`src/rtl/sha1_pkg.sv`:
```
// Shared types, constants and the round-constant function of the SHA-1 hash engine.
`default_nettype none

package sha1_pkg;

    localparam int FILL_W = 7;
    localparam int ROUND_W = 7;

    localparam logic [FILL_W-1:0] FILL_FULL = 7'd64;
    localparam logic [FILL_W-1:0] FILL_LAST_DATA = 7'd63;
    localparam logic [FILL_W-1:0] FILL_LEN_POS = 7'd56;
    localparam logic [FILL_W-1:0] FILL_ONE = 7'd1;
    localparam logic [FILL_W-1:0] FILL_LEN_BYTES = 7'd8;

    localparam logic [ROUND_W-1:0] ROUND_LAST = 7'd79;
    localparam logic [ROUND_W-1:0] ROUND_ONE = 7'd1;
    localparam logic [ROUND_W-1:0] ROUND_P1 = 7'd20;
    localparam logic [ROUND_W-1:0] ROUND_P2 = 7'd40;
    localparam logic [ROUND_W-1:0] ROUND_P3 = 7'd60;

    localparam logic [7:0] PAD_MARK = 8'h80;
    localparam logic [63:0] LEN_STEP = 64'd8;

    localparam logic [31:0] INIT_H0 = 32'h67452301;
    localparam logic [31:0] INIT_H1 = 32'hefcdab89;
    localparam logic [31:0] INIT_H2 = 32'h98badcfe;
    localparam logic [31:0] INIT_H3 = 32'h10325476;
    localparam logic [31:0] INIT_H4 = 32'hc3d2e1f0;

    typedef enum logic [2:0] {
        ST_IDLE,
        ST_PAD_MARK,
        ST_PAD_ZERO,
        ST_LOAD,
        ST_ROUND,
        ST_UPDATE,
        ST_FINISH
    } sha1_state_t;

    typedef enum logic [1:0] {
        PHASE_CH,
        PHASE_PAR1,
        PHASE_MAJ,
        PHASE_PAR2
    } round_phase_t;

    typedef enum logic [1:0] {
        SRC_DATA,
        SRC_MARK,
        SRC_ZERO
    } byte_src_t;

    typedef struct packed {
        logic         shift_byte;
        byte_src_t    byte_src;
        logic         count_byte;
        logic         shift_len;
        logic         load_work;
        logic         do_round;
        round_phase_t phase;
        logic         update_chain;
        logic         emit;
    } sha1_cmd_t;

    typedef struct packed {
        logic [FILL_W-1:0] fill;
        logic              out_free;
    } sha1_status_t;

    function automatic logic [31:0] round_const(input round_phase_t phase);
        logic [31:0] k;
        case (phase)
            PHASE_CH:   k = 32'h5a827999;
            PHASE_PAR1: k = 32'h6ed9eba1;
            PHASE_MAJ:  k = 32'h8f1bbcdc;
            PHASE_PAR2: k = 32'hca62c1d6;
            default:    k = 32'hca62c1d6;
        endcase
        return k;
    endfunction

endpackage

`default_nettype wire

```
`src/rtl/sha1_ctrl.sv`:
```
// Controller state machine of the SHA-1 hash engine.
`default_nettype none

module sha1_ctrl
    import sha1_pkg::*;
(
    input  wire logic         clk,
    input  wire logic         rst_n,
    input  wire logic         in_valid,
    input  wire logic         has_byte,
    input  wire logic         is_last,
    input  wire sha1_status_t status,
    output logic              in_stall,
    output sha1_cmd_t         cmd
);

    sha1_state_t state_reg, state_next;
    logic [ROUND_W-1:0] round_reg, round_next;
    logic last_reg, last_next;
    logic pad_reg, pad_next;
    logic final_reg, final_next;

    always_ff @(posedge clk or negedge rst_n)
    begin
        if (!rst_n)
        begin
            state_reg <= ST_IDLE;
            round_reg <= '0;
            last_reg  <= 1'b0;
            pad_reg   <= 1'b0;
            final_reg <= 1'b0;
        end
        else
        begin
            state_reg <= state_next;
            round_reg <= round_next;
            last_reg  <= last_next;
            pad_reg   <= pad_next;
            final_reg <= final_next;
        end
    end

    always_comb
    begin
        state_next = state_reg;
        round_next = round_reg;
        last_next  = last_reg;
        pad_next   = pad_reg;
        final_next = final_reg;
        case (state_reg)
            ST_IDLE:
            begin
                if (in_valid)
                begin
                    if (has_byte && status.fill == FILL_LAST_DATA)
                    begin
                        state_next = ST_LOAD;
                        last_next  = is_last;
                    end
                    else if (is_last)
                    begin
                        state_next = ST_PAD_MARK;
                    end
                end
            end
            ST_PAD_MARK:
            begin
                pad_next   = 1'b1;
                last_next  = 1'b0;
                state_next = ST_PAD_ZERO;
            end
            ST_PAD_ZERO:
            begin
                if (status.fill == FILL_LEN_POS)
                begin
                    final_next = 1'b1;
                    state_next = ST_LOAD;
                end
                else if (status.fill == FILL_FULL)
                begin
                    state_next = ST_LOAD;
                end
            end
            ST_LOAD:
            begin
                round_next = '0;
                state_next = ST_ROUND;
            end
            ST_ROUND:
            begin
                round_next = round_reg + ROUND_ONE;
                if (round_reg == ROUND_LAST)
                begin
                    state_next = ST_UPDATE;
                end
            end
            ST_UPDATE:
            begin
                if (final_reg)
                begin
                    state_next = ST_FINISH;
                end
                else if (pad_reg)
                begin
                    state_next = ST_PAD_ZERO;
                end
                else if (last_reg)
                begin
                    state_next = ST_PAD_MARK;
                end
                else
                begin
                    state_next = ST_IDLE;
                end
            end
            ST_FINISH:
            begin
                if (status.out_free)
                begin
                    state_next = ST_IDLE;
                    last_next  = 1'b0;
                    pad_next   = 1'b0;
                    final_next = 1'b0;
                end
            end
            default:
            begin
                state_next = ST_IDLE;
            end
        endcase
    end

    always_comb
    begin
        cmd      = '0;
        cmd.byte_src = SRC_ZERO;
        cmd.phase    = PHASE_CH;
        in_stall = (state_reg != ST_IDLE);
        case (state_reg)
            ST_IDLE:
            begin
                if (in_valid && has_byte)
                begin
                    cmd.shift_byte = 1'b1;
                    cmd.byte_src   = SRC_DATA;
                    cmd.count_byte = 1'b1;
                end
            end
            ST_PAD_MARK:
            begin
                cmd.shift_byte = 1'b1;
                cmd.byte_src   = SRC_MARK;
            end
            ST_PAD_ZERO:
            begin
                if (status.fill == FILL_LEN_POS)
                begin
                    cmd.shift_len = 1'b1;
                end
                else if (status.fill != FILL_FULL)
                begin
                    cmd.shift_byte = 1'b1;
                end
            end
            ST_LOAD:
            begin
                cmd.load_work = 1'b1;
            end
            ST_ROUND:
            begin
                cmd.do_round = 1'b1;
                if (round_reg < ROUND_P1)
                begin
                    cmd.phase = PHASE_CH;
                end
                else if (round_reg < ROUND_P2)
                begin
                    cmd.phase = PHASE_PAR1;
                end
                else if (round_reg < ROUND_P3)
                begin
                    cmd.phase = PHASE_MAJ;
                end
                else
                begin
                    cmd.phase = PHASE_PAR2;
                end
            end
            ST_UPDATE:
            begin
                cmd.update_chain = 1'b1;
            end
            ST_FINISH:
            begin
                cmd.emit = status.out_free;
            end
            default:
            begin
                cmd = '0;
            end
        endcase
    end

endmodule

`default_nettype wire

```
`src/rtl/sha1_datapath.sv`:
```
// Datapath of the SHA-1 hash engine: block and schedule register, round unit, chaining words.
`default_nettype none

module sha1_datapath
    import sha1_pkg::*;
(
    input  wire logic       clk,
    input  wire logic       rst_n,
    input  wire logic [7:0] data_byte,
    input  wire sha1_cmd_t  cmd,
    input  wire logic       out_stall,
    output sha1_status_t    status,
    output logic            out_valid,
    output logic [31:0]     digest_h0,
    output logic [31:0]     digest_h1,
    output logic [31:0]     digest_h2,
    output logic [31:0]     digest_h3,
    output logic [31:0]     digest_h4
);

    logic [511:0] blk_reg, blk_next;
    logic [31:0] a_reg, b_reg, c_reg, d_reg, e_reg;
    logic [31:0] a_next, b_next, c_next, d_next, e_next;
    logic [31:0] h_reg [5];
    logic [31:0] h_next [5];
    logic [31:0] dig_reg [5];
    logic [31:0] dig_next [5];
    logic [FILL_W-1:0] fill_reg, fill_next;
    logic [63:0] len_reg, len_next;
    logic out_valid_reg, out_valid_next;

    logic [7:0] byte_in;
    logic [31:0] w0, w2, w8, w13, w_mix, w_new;
    logic [31:0] f_val, t_sum;

    assign w0    = blk_reg[511:480];
    assign w2    = blk_reg[447:416];
    assign w8    = blk_reg[255:224];
    assign w13   = blk_reg[95:64];
    assign w_mix = w13 ^ w8 ^ w2 ^ w0;
    assign w_new = {w_mix[30:0], w_mix[31]};

    always_comb
    begin
        case (cmd.byte_src)
            SRC_DATA: byte_in = data_byte;
            SRC_MARK: byte_in = PAD_MARK;
            SRC_ZERO: byte_in = 8'h00;
            default:  byte_in = 8'h00;
        endcase
    end

    always_comb
    begin
        case (cmd.phase)
            PHASE_CH:   f_val = d_reg ^ (b_reg & (c_reg ^ d_reg));
            PHASE_PAR1: f_val = b_reg ^ c_reg ^ d_reg;
            PHASE_MAJ:  f_val = (b_reg & c_reg) | (d_reg & (b_reg | c_reg));
            PHASE_PAR2: f_val = b_reg ^ c_reg ^ d_reg;
            default:    f_val = b_reg ^ c_reg ^ d_reg;
        endcase
    end

    assign t_sum = {a_reg[26:0], a_reg[31:27]} + f_val + e_reg + w0 + round_const(cmd.phase);

    always_comb
    begin
        blk_next       = blk_reg;
        a_next         = a_reg;
        b_next         = b_reg;
        c_next         = c_reg;
        d_next         = d_reg;
        e_next         = e_reg;
        h_next         = h_reg;
        dig_next       = dig_reg;
        fill_next      = fill_reg;
        len_next       = len_reg;
        out_valid_next = out_valid_reg;

        if (out_valid_reg && !out_stall)
        begin
            out_valid_next = 1'b0;
        end
        if (cmd.shift_byte)
        begin
            blk_next  = {blk_reg[503:0], byte_in};
            fill_next = fill_reg + FILL_ONE;
        end
        if (cmd.shift_len)
        begin
            blk_next  = {blk_reg[447:0], len_reg};
            fill_next = fill_reg + FILL_LEN_BYTES;
        end
        if (cmd.count_byte)
        begin
            len_next = len_reg + LEN_STEP;
        end
        if (cmd.load_work)
        begin
            fill_next = '0;
            a_next    = h_reg[0];
            b_next    = h_reg[1];
            c_next    = h_reg[2];
            d_next    = h_reg[3];
            e_next    = h_reg[4];
        end
        if (cmd.do_round)
        begin
            blk_next = {blk_reg[479:0], w_new};
            a_next   = t_sum;
            b_next   = a_reg;
            c_next   = {b_reg[1:0], b_reg[31:2]};
            d_next   = c_reg;
            e_next   = d_reg;
        end
        if (cmd.update_chain)
        begin
            h_next[0] = h_reg[0] + a_reg;
            h_next[1] = h_reg[1] + b_reg;
            h_next[2] = h_reg[2] + c_reg;
            h_next[3] = h_reg[3] + d_reg;
            h_next[4] = h_reg[4] + e_reg;
        end
        if (cmd.emit)
        begin
            dig_next       = h_reg;
            out_valid_next = 1'b1;
            h_next[0]      = INIT_H0;
            h_next[1]      = INIT_H1;
            h_next[2]      = INIT_H2;
            h_next[3]      = INIT_H3;
            h_next[4]      = INIT_H4;
            fill_next      = '0;
            len_next       = '0;
        end
    end

    always_ff @(posedge clk or negedge rst_n)
    begin
        if (!rst_n)
        begin
            h_reg[0]      <= INIT_H0;
            h_reg[1]      <= INIT_H1;
            h_reg[2]      <= INIT_H2;
            h_reg[3]      <= INIT_H3;
            h_reg[4]      <= INIT_H4;
            fill_reg      <= '0;
            len_reg       <= '0;
            out_valid_reg <= 1'b0;
        end
        else
        begin
            h_reg         <= h_next;
            fill_reg      <= fill_next;
            len_reg       <= len_next;
            out_valid_reg <= out_valid_next;
        end
    end

    always_ff @(posedge clk)
    begin
        blk_reg <= blk_next;
        a_reg   <= a_next;
        b_reg   <= b_next;
        c_reg   <= c_next;
        d_reg   <= d_next;
        e_reg   <= e_next;
        dig_reg <= dig_next;
    end

    assign status.fill     = fill_reg;
    assign status.out_free = !out_valid_reg || !out_stall;
    assign out_valid       = out_valid_reg;
    assign digest_h0       = dig_reg[0];
    assign digest_h1       = dig_reg[1];
    assign digest_h2       = dig_reg[2];
    assign digest_h3       = dig_reg[3];
    assign digest_h4       = dig_reg[4];

endmodule

`default_nettype wire

```
`src/rtl/sha1_hash_engine.sv`:
```
// Top level of the SHA-1 hash engine.
// The engine takes one message item per cycle while it is idle; an item that completes a
// 64-byte block makes it busy for the work load, 80 rounds of the single round unit and
// the chaining update. An item marked last adds marker and zero bytes at one byte per
// cycle while no block is being compressed, then the 64-bit length; the padding fills one
// or two further blocks, and a finish step loads the digest register. The digest is held
// until taken, and the next message is accepted meanwhile; only a second digest waits for
// the first to leave.
`default_nettype none

module sha1_hash_engine
    import sha1_pkg::*;
(
    input  wire logic        clk,
    input  wire logic        rst_n,
    input  wire logic        in_valid,
    output logic             in_stall,
    input  wire logic [7:0]  data_byte,
    input  wire logic        has_byte,
    input  wire logic        is_last,
    output logic             out_valid,
    input  wire logic        out_stall,
    output logic [31:0]      digest_h0,
    output logic [31:0]      digest_h1,
    output logic [31:0]      digest_h2,
    output logic [31:0]      digest_h3,
    output logic [31:0]      digest_h4
);

    sha1_cmd_t    cmd;
    sha1_status_t status;

    sha1_ctrl u_ctrl (
        .clk      (clk),
        .rst_n    (rst_n),
        .in_valid (in_valid),
        .has_byte (has_byte),
        .is_last  (is_last),
        .status   (status),
        .in_stall (in_stall),
        .cmd      (cmd)
    );

    sha1_datapath u_datapath (
        .clk       (clk),
        .rst_n     (rst_n),
        .data_byte (data_byte),
        .cmd       (cmd),
        .out_stall (out_stall),
        .status    (status),
        .out_valid (out_valid),
        .digest_h0 (digest_h0),
        .digest_h1 (digest_h1),
        .digest_h2 (digest_h2),
        .digest_h3 (digest_h3),
        .digest_h4 (digest_h4)
    );

endmodule

`default_nettype wire

```
`config.mk`:
```
export PLATFORM = sky130hd
export DESIGN_NAME = sha1_hash_engine
export DESIGN_NICKNAME = d
export VERILOG_FILES = /design/src/rtl/sha1_pkg.sv /design/src/rtl/sha1_ctrl.sv /design/src/rtl/sha1_datapath.sv /design/src/rtl/sha1_hash_engine.sv
export SDC_FILE = /design/constraint.sdc
export NUM_CORES = 2
export LEC_CHECK = 0
export BUFFER_PORTS_ARGS = -buffer_cell sky130_fd_sc_hd__buf_2
export CORE_MARGIN = 3
export CORE_UTILIZATION = 68
export CTS_CLUSTER_SIZE = 24
export DETAILED_ROUTE_END_ITERATION = 8
export PLACE_DENSITY = 0.87
export REMOVE_ABC_BUFFERS = 1
export SLEW_MARGIN = 10
export SYNTH_ARGS = -nofsm -noshare
export SYNTH_HDL_FRONTEND = slang
export SYNTH_SLANG_ARGS = --single-unit
export TNS_END_PERCENT = 10
```
`constraint.sdc`:
```
create_clock -name clk -period 23.8 [get_ports clk]
set_input_delay 4.76 -clock clk [delete_from_list [all_inputs] [get_ports clk]]
set_output_delay 4.76 -clock clk [all_outputs]
set_load 0.02 [all_outputs]
```
==> out/metrics.yaml <==
routing:
  viasPerCell: 6.266
  routedWlPerCell_um: 20.36
  drtPass1Iterations: 9
  vias: 47969
  ant_nets: 0
  first_iter_violations: 5844
  routed_wl_um: 155800
  drcViolationCount: 0
timing:
  worst_pin_slew_ns: 1.174
  whs_ns: 0.5141
  finalHoldViolCount: 0
  layout_min_cycle_time_ns: 8.921
  final.setup.tns_ns: 0
  rsz0062_at_grt: "false"
  drv_slew: 0
  relSlewSlack: 0.2175
  period_share: 0.3748
  setup_viol: 0
  skew_ns: 0.02724
  fin_ws_ns: 14.88
  max_freq_ghz: 0.1121
yosys:
  yosys.area.top_type_share: 0.4087
  avgSynthCellArea_um2: 9.532
  syn_inst: 6414
  synth_warnings: 0
  synth_cell_types: 81
  yosysMostFrequentCell: "nand2_1"
  synth_area_leaders: "edfxtp_1 (41%), nand2_1 (9.3%), dfrtp_1 (6.6%)"
  synth_top_area_cell: "edfxtp_1"
  ys_seq_area_frac: 0.5093
  synth_edf_count: 832
  syn_area_um2: 61140
  synthTopCellsByCount: "nand2_1 (1517), edfxtp_1 (832), nor2_1 (708)"
  synth-seq-cells: 1074
  synth_flop_cell: "edfxtp_1"
  ys_async_sr_fraction: 0.2253
placement:
  pre_cts_slack_ns: 15.20
  dp_hpwl_um: 106000
  portBuffers: 175
  dp.cells: 7451
  gp_congestion: 0.9354
die:
  start_util: 0.6886
  die_x_um: 305.8
  fp.dieH_um: 305.8
  rows: 109
  boundaryPins: 176
  core-area_um2: 88780
  die-area_um2: 93540
cells_and_area:
  seq_area_um2: 31140
  area_growth_pct: 8.051
  antenna_cells: 0
  drive_above_1_share: 0.07658
  final_cell_count_no_fill: 7655
  fillers: 6031
  largest_reg_flops: 512
  final_net_count: 6768
  multi_input_area_um2: 27620
power:
  combPwrFrac: 0.003
  p_sw_frac: 0.2065
  internal_power_uw: 2921
  pwr-share-clk: 0.454
  power.switching_uw: 760.4
  p_leak_uw: 0.02610
  powerDensity_nw_per_um2: 55.73
  seqPwrFrac: 0.543
  peakVddDrop_mv: 0.05708
setup_path:
  critPathMaxFanout: 88
  cp.arrival_ns: 9.34
  cp-end-kind: "register"
  worstPathRequired_ns: 24.22
  start_kind: "register"
  r2r_slack_ns: 14.88
  reg2regPathDepth: 27
  r2r_start: "u_ctrl.state_reg[2]$_DFFE_PN0P_"
  r2r_end: "u_datapath.a_reg[30]$_DFFE_PP_"
  path_class: "reg -> reg"
  cp-endpoint: "u_datapath.a_reg[30]$_DFFE_PP_"
  startpoint: "u_ctrl.state_reg[2]$_DFFE_PN0P_"
worst_hold_path:
  hold_path_class: "reg -> reg"
global_routing:
  grt_pass1_wl_um: 245000
  grt_pass1_vias: 45064
  antenna_found_initial: 1
  grt_max_degree: 287
  overflow: 0
  grt_usage: 0.3282
clock_network:
  path_clk_slew_ns: 0.07
  cts_hold_buf: 0
  cts_buffer_depth: 3
  clk_latency_ns: 0.71
  clockRootBuffer: "clkbuf_16"
  post_cts.repair.setup_buffers: 0
  cts_buffers: 109
  cts_tree: "done"
  cts.htree.levels: 3
  numClockSinks: 1074
  cts-resized-gates: 0
run_status:
  outcome: "finished clean"
run:
  timing.max_cap.violations: 0
-- critical path: stages, from the launching register on --
cell and delay, ns:
dfrtp_1 0.72, inv_1 0.27, nor2_1 0.45, nand2_4 0.60, a21oi_4 0.54, inv_1 0.12
ha_2 0.32, inv_2 0.34, o21ai_0 0.18, a221o_1 0.36, xnor2_1 0.18, ha_1 0.26
fa_1 0.51, inv_1 0.06, fa_1 0.56, inv_1 0.06, ha_1 0.29, a21o_1 0.18
a21o_1 0.20, a2111o_1 0.46, a311o_1 0.34, a31oi_1 0.35, o21ai_0 0.22, a21oi_1 0.31
o21ai_0 0.16, a31oi_1 0.23, xor2_1 0.19, o21ai_0 0.09
-- power by group through the flow --
| stage | combinational (µW) | clock (µW) | sequential [µW] |
|---|---|---|---|
| floorplan | 0.507 | 0 | 2040 |
| global placement | 11.8 | 0 | 2040 |
| detailed placement | 12.1 | 0 | 2040 |
| CTS | 12.1 | 1680 | 2000 |
| global route | 13.1 | 1760 | 2000 |
| finish | 11.7 | 1670 | 2000 |
-- stage by stage --
| stage | cell area, µm² | total power [µW] | util |
|---|---|---|---|
| 4_1_cts | 66060 | 3694 | 0.7440 |
| 2_1_floorplan | 59840 | 2038 | - |
| 3_3_place_gp | 62630 | 2049 | 0.7054 |
| 6_report | 66060 | 3681 | 0.7440 |
| 3_5_place_dp | 62630 | 2049 | 0.7054 |
| 5_1_grt | 66060 | 3771 | 0.7440 |
-- placed cells by master (no fill, tap or decap), types with 25 or more instances in the layout --
cell type  count
o31ai_1       43
nand2_1     1515
o21ai_0      288
nor3_1        52
dfrtp_1      162
fa_1          91
nor2_1       707
buf_2        174
inv_1        305
edfxtp_1     832
ha_1         265
dfstp_2       80
a21o_1        94
nand3_1       93
a31oi_1      519
xor2_1       135
clkbuf_16    110
and2_1        36
buf_4         34
xnor2_1      213
mux2i_1       30
clkbuf_1      25
nand4_1       27
nand2b_1      29
a21oi_1      219
-- worst min path at each step --
| stage | startpoint | to | slack, ns | cells after the start |
|---|---|---|---|---|
| final | u_datapath.h_reg[143]$_DFFE_PN0P_ | u_datapath.digest_h0[15]$_DFFE_PP_ | 0.51 | 0 |
| after global routing | u_datapath.h_reg[143]$_DFFE_PN0P_ | u_datapath.digest_h0[15]$_DFFE_PP_ | 0.53 | 0 |
| after floorplan | u_ctrl.final_reg$_DFFE_PN0P_ | u_ctrl.final_reg$_DFFE_PN0P_ | 0.46 | 2 |
| after detailed placement | u_datapath.h_reg[143]$_DFFE_PN0P_ | u_datapath.digest_h0[15]$_DFFE_PP_ | 0.50 | 0 |
| after global placement | u_datapath.h_reg[143]$_DFFE_PN0P_ | u_datapath.digest_h0[15]$_DFFE_PP_ | 0.49 | 0 |
| after CTS | u_datapath.h_reg[143]$_DFFE_PN0P_ | u_datapath.digest_h0[15]$_DFFE_PP_ | 0.52 | 0 |
-- routing by layer --
| layer | vias to the layer above | track usage | part of all wire |
|---|---|---|---|
| met4 | 0 | 0.1553 | 0.050 |
| li1 | 22375 | - | - |
| met1 | 23042 | 0.4453 | 0.40 |
| met5 | - | 0 | 0 |
| met3 | 359 | 0.04455 | 0.082 |
| met2 | 2193 | 0.5308 | 0.47 |
-- logic make-up after synthesis --
kind of cell,share of synthesized area
buffers and inverters,0.04013
XOR/XNOR,0.04985
multiplexers,0.004912
adder cells (fa/ha/maj),0.08440
AND/OR/NAND/NOR,0.1720
flip-flops,0.5093
AO/OA/AOI/OAI,0.1394
-- area by class of cell --
cell class,count,share of cell area
sequential,1074,0.4714
multi-input combinational,4690,0.4181
clock buffer,143,0.04476
tap,1165,0.02207
timing repair buffer,214,0.01879
inverter,308,0.01769
clock inverter,61,0.007235
(Power assumes the default switching activity.)
